===== config.mk =====
export PLATFORM = sky130hd
export DESIGN_NAME = touch_gesture_command_decoder_core
export DESIGN_NICKNAME = d
export VERILOG_FILES = /design/src/rtl/tgcd_pkg.sv /design/src/rtl/tgcd_engine.sv /design/src/rtl/tgcd_out_fifo.sv /design/src/rtl/touch_gesture_command_decoder_core.sv
export SDC_FILE = /design/constraint.sdc
export NUM_CORES = 1
export LEC_CHECK = 0
export ABC_AREA = 0
export BUFFER_PORTS_ARGS = -buffer_cell sky130_fd_sc_hd__buf_2
export CORE_ASPECT_RATIO = 1.25
export CORE_MARGIN = 8
export CORE_UTILIZATION = 54
export DETAILED_ROUTE_END_ITERATION = 8
export PLACE_DENSITY = 0.76
export SLEW_MARGIN = 20
export SYNTH_ARGS = -nofsm -noshare
export SYNTH_HDL_FRONTEND = slang
export SYNTH_SLANG_ARGS = --single-unit

===== constraint.sdc =====
create_clock -name clk -period 4.1 [get_ports clk]
set_input_delay 0.82 -clock clk [delete_from_list [all_inputs] [get_ports clk]]
set_output_delay 0.82 -clock clk [all_outputs]
set_load 0.005 [all_outputs]

===== src/rtl/tgcd_pkg.sv =====
`timescale 1ns / 1ps
// ----------------------------------------------------------------------------
// Touch gesture command decoder package
// Shared types, event and command codes, and register reset values.
// ----------------------------------------------------------------------------
package tgcd_pkg;

	localparam int unsigned CFG_IDX_W   = 2;
	localparam int unsigned CFG_DATA_W  = 16;
	localparam int unsigned FIFO_DEPTH  = 4;
	localparam int unsigned FIFO_PTR_W  = $clog2(FIFO_DEPTH);
	localparam int unsigned FIFO_CNT_W  = $clog2(FIFO_DEPTH + 1);

	localparam logic [15:0] COMBO_WINDOW_RESET = 16'd2000;

	localparam logic [CFG_IDX_W-1:0] CFG_COMBO_WINDOW   = 2'd0;
	localparam logic [CFG_IDX_W-1:0] CFG_PHOTO_ENABLE   = 2'd1;
	localparam logic [CFG_IDX_W-1:0] CFG_CAMERA_PRESENT = 2'd2;
	localparam logic [CFG_IDX_W-1:0] CFG_MOTION_PRESENT = 2'd3;

	localparam logic [2:0] FUNC_PRESS      = 3'd0;
	localparam logic [2:0] FUNC_RELEASE    = 3'd1;
	localparam logic [2:0] FUNC_LONG       = 3'd2;
	localparam logic [2:0] FUNC_TICK       = 3'd3;
	localparam logic [2:0] FUNC_PHOTO_DONE = 3'd4;

	localparam logic [1:0] BTN_ONE   = 2'd1;
	localparam logic [1:0] BTN_TWO   = 2'd2;
	localparam logic [1:0] BTN_THREE = 2'd3;

	typedef enum logic [3:0] {
		CMD_NONE      = 4'd0,
		CMD_INIT      = 4'd1,
		CMD_STEP_FWD  = 4'd2,
		CMD_STEP_BACK = 4'd3,
		CMD_STAND     = 4'd4,
		CMD_LIE       = 4'd5,
		CMD_RUN_FWD   = 4'd6,
		CMD_RUN_BACK  = 4'd7,
		CMD_STOP      = 4'd8,
		CMD_BIG_FWD   = 4'd9,
		CMD_BIG_BACK  = 4'd10,
		CMD_PHOTO     = 4'd11
	} cmd_e;

	typedef struct packed {
		logic [2:0] func;
		logic [1:0] button;
		logic       locomotion_active;
	} evt_t;

	typedef struct packed {
		cmd_e command;
		logic last;
	} res_t;

	typedef struct packed {
		logic [15:0] combo_window_ms;
		logic        photo_enable;
		logic        camera_present;
		logic        motion_present;
	} cfg_t;

	// index 0 is button two (forward), index 1 is button three (back)
	typedef struct packed {
		logic [15:0] combo_remaining;
		logic        b1_long_seen;
		logic [1:0]  held;
		logic [1:0]  long_seen;
		logic [1:0]  combo_touch;
		logic [1:0]  gesture_long;
		logic        dual_stop_pending;
		logic        photo_busy;
	} state_t;

	typedef struct packed {
		logic [1:0] count;
		cmd_e       cmd0;
		cmd_e       cmd1;
	} push_t;

endpackage


===== src/rtl/tgcd_engine.sv =====
`timescale 1ns / 1ps
// ----------------------------------------------------------------------------
// Touch gesture command decoder engine
// Holds gesture state and decodes one registered event per cycle, while advance
// is high, into up to two commands.
// ----------------------------------------------------------------------------
module tgcd_engine (
	input  logic            clk,
	input  logic            arst_n,
	input  logic            advance,
	input  tgcd_pkg::evt_t  evt,
	input  tgcd_pkg::cfg_t  cfg,
	output tgcd_pkg::push_t push
);
	import tgcd_pkg::*;

	state_t     st_q;
	state_t     st_d;
	logic       k;
	logic       win;
	logic       touch;
	logic       short_press;
	logic       photo_req;
	logic [1:0] cnt;
	cmd_e       c0;
	cmd_e       c1;

	always_comb begin
		st_d        = st_q;
		cnt         = 2'd0;
		c0          = CMD_NONE;
		c1          = CMD_NONE;
		photo_req   = 1'b0;
		touch       = 1'b0;
		short_press = 1'b0;
		k           = evt.button[0];
		win         = st_q.combo_remaining != 16'd0;
		unique case (evt.func)
			FUNC_PRESS: begin
				if (evt.button == BTN_ONE) begin
					st_d.b1_long_seen = 1'b0;
				end else if (evt.button[1] && cfg.motion_present) begin
					st_d.held[k]         = 1'b1;
					st_d.gesture_long[k] = 1'b0;
					st_d.long_seen[k]    = 1'b0;
					if (win) begin
						st_d.combo_touch[k] = 1'b1;
					end else begin
						if (st_q.held[~k]) st_d.dual_stop_pending = 1'b1;
						if (!evt.locomotion_active) begin
							c0  = k ? CMD_STEP_BACK : CMD_STEP_FWD;
							cnt = 2'd1;
							if (!k) photo_req = 1'b1;
						end
					end
				end
			end
			FUNC_RELEASE: begin
				if (evt.button == BTN_ONE) begin
					st_d.b1_long_seen = 1'b0;
					if (!st_q.b1_long_seen) photo_req = 1'b1;
				end else if (evt.button[1] && cfg.motion_present) begin
					st_d.held[k]        = 1'b0;
					touch               = st_q.combo_touch[k];
					short_press         = !st_q.long_seen[k];
					st_d.combo_touch[k] = 1'b0;
					st_d.long_seen[k]   = 1'b0;
					if (win && touch && short_press) begin
						c0  = k ? CMD_BIG_BACK : CMD_BIG_FWD;
						cnt = 2'd1;
						st_d.combo_remaining = 16'd0;
					end
					if (st_d.held == 2'b00) begin
						if (st_q.dual_stop_pending && st_q.gesture_long == 2'b00
								&& evt.locomotion_active) begin
							if (cnt == 2'd0) c0 = CMD_STOP;
							else c1 = CMD_STOP;
							cnt = cnt + 2'd1;
						end
						st_d.dual_stop_pending = 1'b0;
						st_d.gesture_long      = 2'b00;
					end
				end
			end
			FUNC_LONG: begin
				if (evt.button == BTN_ONE) begin
					st_d.b1_long_seen = 1'b1;
					if (cfg.motion_present) begin
						c0  = CMD_INIT;
						cnt = 2'd1;
						st_d.combo_remaining = cfg.combo_window_ms;
					end
				end else if (evt.button[1]) begin
					st_d.long_seen[k]      = 1'b1;
					st_d.gesture_long[k]   = 1'b1;
					st_d.dual_stop_pending = 1'b0;
					if (cfg.motion_present) begin
						cnt = 2'd1;
						if (win) begin
							c0 = k ? CMD_LIE : CMD_STAND;
							st_d.combo_remaining = 16'd0;
						end else begin
							c0 = k ? CMD_RUN_BACK : CMD_RUN_FWD;
						end
					end
				end
			end
			FUNC_TICK: begin
				if (win) st_d.combo_remaining = st_q.combo_remaining - 16'd1;
			end
			FUNC_PHOTO_DONE: begin
				st_d.photo_busy = 1'b0;
			end
			default: begin
			end
		endcase
		if (photo_req && cfg.photo_enable && cfg.camera_present && !st_q.photo_busy) begin
			st_d.photo_busy = 1'b1;
			if (cnt == 2'd0) c0 = CMD_PHOTO;
			else c1 = CMD_PHOTO;
			cnt = cnt + 2'd1;
		end
	end

	always_ff @(posedge clk or negedge arst_n) begin
		if (!arst_n) begin
			st_q <= '0;
		end else if (advance) begin
			st_q <= st_d;
		end
	end

	assign push.count = advance ? cnt : 2'd0;
	assign push.cmd0  = c0;
	assign push.cmd1  = c1;

endmodule


===== src/rtl/tgcd_out_fifo.sv =====
`timescale 1ns / 1ps
// ----------------------------------------------------------------------------
// Touch gesture command decoder result queue
// Takes zero to two results per cycle and hands out one per transaction.
// ----------------------------------------------------------------------------
module tgcd_out_fifo (
	input  logic            clk,
	input  logic            arst_n,
	input  tgcd_pkg::push_t push,
	output logic            room,
	output logic            cmd_valid,
	input  logic            cmd_stall,
	output tgcd_pkg::res_t  cmd
);
	import tgcd_pkg::*;

	res_t                  mem_q [FIFO_DEPTH];
	logic [FIFO_PTR_W-1:0] wr_ptr_q;
	logic [FIFO_PTR_W-1:0] rd_ptr_q;
	logic [FIFO_CNT_W-1:0] count_q;
	logic                  pop;
	res_t                  ent0;
	res_t                  ent1;

	assign pop       = cmd_valid && !cmd_stall;
	assign cmd_valid = count_q != '0;
	assign cmd       = mem_q[rd_ptr_q];
	assign room      = count_q <= FIFO_CNT_W'(FIFO_DEPTH - 2);

	assign ent0.command = push.cmd0;
	assign ent0.last    = push.count == 2'd1;
	assign ent1.command = push.cmd1;
	assign ent1.last    = 1'b1;

	always_ff @(posedge clk) begin
		if (push.count != 2'd0) mem_q[wr_ptr_q] <= ent0;
		if (push.count == 2'd2) mem_q[wr_ptr_q + FIFO_PTR_W'(1)] <= ent1;
	end

	always_ff @(posedge clk or negedge arst_n) begin
		if (!arst_n) begin
			wr_ptr_q <= '0;
			rd_ptr_q <= '0;
			count_q  <= '0;
		end else begin
			wr_ptr_q <= wr_ptr_q + FIFO_PTR_W'(push.count);
			if (pop) rd_ptr_q <= rd_ptr_q + FIFO_PTR_W'(1);
			count_q <= count_q + FIFO_CNT_W'(push.count) - FIFO_CNT_W'(pop);
		end
	end

endmodule


===== src/rtl/touch_gesture_command_decoder_core.sv =====
`timescale 1ns / 1ps
// ----------------------------------------------------------------------------
// Touch gesture command decoder core
// Path: an accepted event is held in the input register, decoded, and its
// commands are written into the output queue; the second follows the first.
// Throughput: one event per cycle while the queue has room; the output queue
// drains one command per cycle unless stalled, one transaction per command.
// Reset: gesture state, queue, config and valid flag return to defaults at once.
// ----------------------------------------------------------------------------
module touch_gesture_command_decoder_core (
	input  logic                                clk,
	input  logic                                arst_n,
	input  logic                                evt_valid,
	output logic                                evt_stall,
	input  tgcd_pkg::evt_t                      evt,
	output logic                                cmd_valid,
	input  logic                                cmd_stall,
	output tgcd_pkg::res_t                      cmd,
	input  logic                                cfg_we,
	input  logic [tgcd_pkg::CFG_IDX_W-1:0]      cfg_index,
	input  logic [tgcd_pkg::CFG_DATA_W-1:0]     cfg_wdata
);
	import tgcd_pkg::*;

	cfg_t  cfg_q;
	evt_t  evt_s1;
	logic  evt_valid_s1;
	logic  room;
	logic  advance;
	push_t push;

	assign advance   = evt_valid_s1 && room;
	assign evt_stall = evt_valid_s1 && !room;

	always_ff @(posedge clk or negedge arst_n) begin
		if (!arst_n) begin
			cfg_q.combo_window_ms <= COMBO_WINDOW_RESET;
			cfg_q.photo_enable    <= 1'b0;
			cfg_q.camera_present  <= 1'b0;
			cfg_q.motion_present  <= 1'b1;
		end else if (cfg_we) begin
			unique case (cfg_index)
				CFG_COMBO_WINDOW:   cfg_q.combo_window_ms <= cfg_wdata;
				CFG_PHOTO_ENABLE:   cfg_q.photo_enable    <= cfg_wdata[0];
				CFG_CAMERA_PRESENT: cfg_q.camera_present  <= cfg_wdata[0];
				CFG_MOTION_PRESENT: cfg_q.motion_present  <= cfg_wdata[0];
				default: begin
				end
			endcase
		end
	end

	always_ff @(posedge clk or negedge arst_n) begin
		if (!arst_n) begin
			evt_valid_s1 <= 1'b0;
		end else if (!evt_stall) begin
			evt_valid_s1 <= evt_valid;
		end
	end

	always_ff @(posedge clk) begin
		if (evt_valid && !evt_stall) evt_s1 <= evt;
	end

	tgcd_engine u_engine (
		.clk     (clk),
		.arst_n  (arst_n),
		.advance (advance),
		.evt     (evt_s1),
		.cfg     (cfg_q),
		.push    (push)
	);

	tgcd_out_fifo u_out_fifo (
		.clk       (clk),
		.arst_n    (arst_n),
		.push      (push),
		.room      (room),
		.cmd_valid (cmd_valid),
		.cmd_stall (cmd_stall),
		.cmd       (cmd)
	);

endmodule


==> Word level (Yosys, flattened, before mapping) <==
Memory sizes are Yosys's and may differ from the RTL's.
Cells that the tools add are included.
{ "totals": {"ff_bits": 60, "ramBits": 20, "out_inout_bits": 7, "wordCells": 214, "mem_count": 1} }
{ "mem_list": {"columns": ["name", "depth", "width", "rd", "rd_ports_with_merged_regs", "wr", "line", "text"], "rows": [
  ["u_out_fifo.mem_q", 4, 5, 1, 0, 2, "tgcd_out_fifo.sv:17", "res_t mem_q [FIFO_DEPTH];"]
]} }
{ "op_classes": {"addsub": 8, "n_lt_le_gt_ge": 4, "eq_ne": 28, "n_mux": 99, "bitwise": 10, "reduce_logical": 45} }
{ "ops": {"columns": ["op", "n"], "rows": [
  ["two-way mux 16 bit", 9],
  ["two-way mux 4 bit", 24],
  ["one-hot mux 16 bit (3 select lines)", 1],
  ["two-way mux 9 bit", 4],
  ["two-way mux 2 bit", 17],
  ["two-way mux 1 bit", 32],
  ["!= test 2 x 1 -> 1 bit (second input constant)", 9],
  ["nonzero test 16 bit", 1],
  ["subtractor 16 x 1 -> 16 bit (second input constant)", 1],
  ["logical AND 1 bit", 13],
  ["one-hot mux 2 bit (3 select lines)", 2],
  ["one-hot mux 4 bit (3 select lines)", 1],
  ["AND reduction 11 bit", 1],
  ["zero test 2 bit", 5],
  ["!= test 2 bit (second input constant)", 5],
  ["AND reduction 10 bit", 1],
  ["AND reduction 2 bit", 5],
  ["two-way mux 3 bit", 3],
  ["one-hot mux 3 bit (3 select lines)", 1],
  ["AND reduction 9 bit", 1],
  ["nonzero test 3 bit", 3],
  ["adder 2 x 1 -> 2 bit (second input constant)", 4],
  ["bitwise AND 2 bit", 4],
  ["OR 2 bit", 4],
  ["27 further kinds", 43]
]} }

==> Longest topological paths before layout <==
{ "depth": {"word_depth": 20, "ltp_mapped": 18, "ltp_nobuf": 18} }

==> Cells and area by module <==
Synthesis repeated with hierarchy kept, for this count alone.
{ "unflattened": {"cells_unflattened": 423, "area_unflattened_um2": 4410.5} }
{ "by_module_without_submodules": {"columns": ["mod", "instances", "cells_each", "area_each_um2", "seq_area_each_um2"], "rows": [
  ["tgcd_engine", 1, 253, 2040.7, 675.6],
  ["tgcd_out_fifo", 1, 115, 1383.8, 735.7],
  ["touch_gesture_command_decoder_core", 1, 55, 985.9, 689.4]
]} }

==> Worst setup path before layout <==
No wires, ideal clock.
{ "synth_timing": {"path_kind": "flip-flop to flip-flop", "from": "register u_engine.st_q[11] (netlist bit)", "to": "memory u_out_fifo.mem_q[3][2] (netlist bit), data pin", "setup_ps": 270, "arrival_time_ps": 3652, "t_required_ps": 3830, "setup_slack_ps": 178, "path_stages_with_launch": 19, "n_path_buf": 1, "synth_period_minus_slack_ps": 3922, "path_cell_list": "dfrtp_1 inv_1 ha_1 nor3b_1 nand4_1 nand2_1 inv_1 ha_1 nand2_1 o221a_4 and2_4 ha_1 inv_1 o21ai_0 a311oi_2 or3_1 clkbuf_1 o32a_1 o22ai_2"} }
{ "synth_rtl": {"columns": ["item", "line", "text"], "rows": [
  ["start: declaration", "tgcd_engine.sv:17", "state_t st_q;"],
  ["start signal: assignment", "tgcd_engine.sv:129", "st_q <= st_d;"],
  ["end: declaration", "tgcd_out_fifo.sv:17", null]
]} }

==> Final worst setup path <==
{ "layout_timing": {"from": "register u_engine.st_q[11] (netlist bit)", "to": "register u_out_fifo.count_q[2]"} }
{ "layout_via": {"elab_chain_len": 18} }
{ "layout_lines": {"columns": ["item", "line", "text"], "rows": [
  ["nonzero test 16 bit (*)", "tgcd_engine.sv:37", "win = st_q.combo_remaining != 16'd0;"],
  ["logical AND 1 bit (2 in series)", "tgcd_engine.sv:68", "if (win && touch && short_press) begin"],
  ["two-way mux 1 bit", "tgcd_engine.sv:68", null],
  ["two-way mux 2 bit", "tgcd_engine.sv:62", "end else if (evt.button[1] && cfg.motion_present) begin"],
  ["two-way mux 2 bit", "tgcd_engine.sv:59", "if (evt.button == BTN_ONE) begin"],
  ["two-way mux 2 bit", "tgcd_engine.sv:38", "unique case (evt.func)"],
  ["adder 2 x 1 -> 2 bit", "tgcd_engine.sv:78", "cnt = cnt + 2'd1;"],
  ["two-way mux 2 bit", "tgcd_engine.sv:74", "if (st_q.dual_stop_pending && st_q.gesture_long == 2'b00"],
  ["two-way mux 2 bit", "tgcd_engine.sv:73", "if (st_d.held == 2'b00) begin"],
  ["two-way mux 2 bit", "tgcd_engine.sv:62", null],
  ["two-way mux 2 bit", "tgcd_engine.sv:59", null],
  ["one-hot mux 2 bit (3 select lines)", "tgcd_engine.sv:38", null],
  ["adder 2 x 1 -> 2 bit", "tgcd_engine.sv:121", "cnt = cnt + 2'd1;"],
  ["two-way mux 2 bit (*)", "tgcd_engine.sv:117", "if (photo_req && cfg.photo_enable && cfg.camera_present && !st_q.photo_busy) begin"],
  ["two-way mux 2 bit (*)", "tgcd_engine.sv:133", "assign push.count = advance ? cnt : 2'd0;"],
  ["adder 3 x 2 -> 3 bit (*)", "tgcd_out_fifo.sv:48", "count_q <= count_q + FIFO_CNT_W'(push.count) - FIFO_CNT_W'(pop);"],
  ["subtractor 3 x 1 -> 3 bit (*)", "tgcd_out_fifo.sv:48", null],
  ["end signal: assignment", "tgcd_out_fifo.sv:48", null],
  ["end: declaration", "tgcd_out_fifo.sv:20", "logic [FIFO_CNT_W-1:0] count_q;"]
]} }
Mark *: on every way between the ends. The rest lies on a longest branch, timed or not. The select of a mux whose other input is x is not followed.
A chain may end at the register's enable or synchronous reset.

==> out/results.tsv <==
metric	value	unit
core footprint	8150	µm²
clk_lat worst skew	0.36	ns
Max Fanout on Critical Path	5	
async set-or-reset flop fraction in the synthesized netlist	67.5	%
vias per cell	6.20	
FF-to-FF path depth	18	
Avg Cell Area, Syn	10.4	µm²
commonest non-fill, non-tap cell in the layout	dfrtp_1	
Hold WC Path Type	register to register	
synth top area cells	dfrtp_1 26%, edfxtp_1 12%, mux2_2 5.6%	
CP Capture Type	register	
DIE WIDTH	97.3	µm
Final min period	3.88	ns
Std-Cell Rows	37	
first-pass GRT wire length	17100	µm
Slew @ Worst Pin	0.912	ns
Worst R2R Start	u_engine.st_q[11]$_DFFE_PN0P_	
Synth Cell Area	4460	µm²
maximum VDD drop	0.461	mV
Hold Slack	0.464	ns
H-tree depth	3	
CTS buffer count	9	
register area share after synthesis	46.2	%
Mapped Nets	468	
initial core utilization	54.8	%
half-perimeter wire length after placement	7530	µm
Hold EP	u_out_fifo.mem_q[1][0]$_SDFFE_PP1P_	
Root Buffer	clkbuf_8	
post-place setup slack	0.154	ns
Most used DFF post-synth	dfrtp_1	
setup ws final	0.217	ns
DR WL/cell	17.3	µm
worst slew margin relative to its limit	39.2	%
CTS tree	done	
CP startpoint	u_engine.st_q[11]$_DFFE_PN0P_	
R2R Setup Slk	0.22	ns
Yosys cell types	69	
critical path required time	4.34	ns
cts-stage hold buffer count	0	
total number of vias	3580	
Max-Cap Viols	0	
DRT Wirelength	10000	µm
CTS clk-pin slew, worst paths	0.08	ns
Hold Path Depth	1	
Final Hold Viols	0	
critical path class	register to register	
largest net degree at the start of global routing	41	
Post-synth EDFFs	18	
IO buf count	35	
Startpoint Class	register	
gr ovfl total	0	
DR DRC count	0	
final period utilization	94.7	%
area growth from synthesis to final layout	13.5	%
Synth top area share	26.4	%
Die Ht	118	µm
Routed Antenna Nets	0	
final slew viol count	0	
ANT cells	0	
# setup viols final	0	
min-delay src	u_out_fifo.mem_q[1][0]$_SDFFE_PP1P_	
status	complete, no violations	
I/O pins	36	
Max Freq	0.258	GHz
drt first pass iters	5	
Final GP Congestion	0.872	
share of cells above drive strength 1	25.8	%
register bit total from synthesis	80	
CP Data Arrival Time	4.12	ns
area leader, netlist	dfrtp_1	
yosys warns	0	
reg2reg end	u_out_fifo.count_q[2]$_DFF_PN0_	
Syn Inst Count	429	
Final nets	514	
leakage power figure	0.00208	µW
antenna violations before repair	0	
most frequent cells in the layout	47 x dfrtp_1, 36 x nand2_1, 35 x buf_2, 33 x o21ai_0	
P per Cell Area	665	nW/µm²
die area	11400	µm²
global-route usage over all layers	17.9	%
clock buffer depth	2	
Final Core Density	62.1	%
vias in the first global route	3604	
clock skew	0.00723	ns
TritonCTS sink count	80	
1st-iter DRT viols	214	
through the flow:
stage	setup TNS [ns]	total power [µW]	instance area [µm²]	std cells
after floorplan	0	2210	4460	429
after global placement	0	2580	4790	556
after detailed placement	0	2620	4790	556
after CTS	0	3290	5020	572
after global routing	-0.0730	3590	5060	577
final	0	3370	5060	577
power by group:
| part | switching [µW] | internal (µW) |
|---|---|---|
| clock network | 288 | 378 |
| logic | 765 | 681 |
| registers | 229 | 1020 |
registers in the layout (all words and copies together), names as in the netlist, named ones only:
signal / flops
cfg_q: 19
u_out_fifo.wr_ptr_q: 2
u_out_fifo.rd_ptr_q: 2
evt_s1: 6
u_out_fifo.count_q: 3
u_out_fifo.mem_q: 20
evt_valid_s1: 1
u_engine.st_q: 21
logic make-up after synthesis:
logic type	after synthesis	synth area share, %
AOI/OAI and AO/OA	118	17.8
xor gates and xnor gates	13	2.55
adders and majority gates	10	2.97
buffers and inverters	36	3.31
DFF	80	46.2
muxes	30	8.75
and+or+nand+nor	142	18.5
critical path, cell delays in order, from the launching register on:
cell     delay, ns
dfrtp_1       0.42
inv_1         0.12
ha_1          0.15
nor3b_2       0.20
nand4_1       0.19
nand2_2       0.15
inv_1         0.05
ha_1          0.29
nand2_1       0.06
o221a_4       0.27
and2_4        0.17
ha_1          0.32
inv_1         0.09
o21ai_0       0.18
nand3_1       0.14
ha_1          0.33
inv_1         0.06
fa_1          0.43
xnor2_1       0.14
metal layers:
layer,vias up,wire (µm),global-route usage (%),share of wire [%]
met5,-,0,0,0
met4,0,314,9.02,3.1
met1,1734,3780,18.7,38
met3,30,485,4.17,4.9
li1,1698,-,-,-
met2,118,5420,32.7,54
final cells by class:
cell class	instances	area (µm²)
fillers	684	3080
clock buffers	11	153
well taps	97	121
repair buffers	53	310
clock inverters	5	76.3
flip-flops and latches	80	2060
inverters	18	67.6
multi-input cells	313	2270
cells in the mapped netlist, drive strengths merged, types with 4 or more instances:
master / n
dfstp: 7
nor2: 23
inv: 18
nor2b: 5
a31oi: 5
dfrtp: 47
a32oi: 4
a22oi: 10
o31ai: 4
and2: 5
nor4: 8
or2: 4
buf: 6
xor2: 4
nand2: 37
nand3: 10
o21ai: 34
or3: 8
xnor2: 9
nand2b: 7
nor3b: 4
o21a: 5
a211o: 4
nand4: 5
nor3: 14
edfxtp: 18
clkbuf: 12
mux4: 5
mux2: 22
dfxtp: 8
ha: 9
o22ai: 10
a21oi: 21
what timing repair did:
action | in CTS | in global routing
resized for setup | 0 | 2
buffers inserted | 0 | 5
setup endpoints to repair | 0 | 21
worst max path at each step:
stage	end	cells past startpoint	slack, ns
after floorplan	u_out_fifo.mem_q[3][2]$_DFFE_PP_	18	0.18
after global placement	u_out_fifo.count_q[2]$_DFF_PN0_	16	0.30
after detailed placement	u_out_fifo.count_q[2]$_DFF_PN0_	18	0.15
after CTS	u_out_fifo.count_q[2]$_DFF_PN0_	18	0.12
after global routing	u_out_fifo.count_q[2]$_DFF_PN0_	18	-0.04
final	u_out_fifo.count_q[2]$_DFF_PN0_	18	0.22
Note: power is estimated with default switching activity, not from simulation.
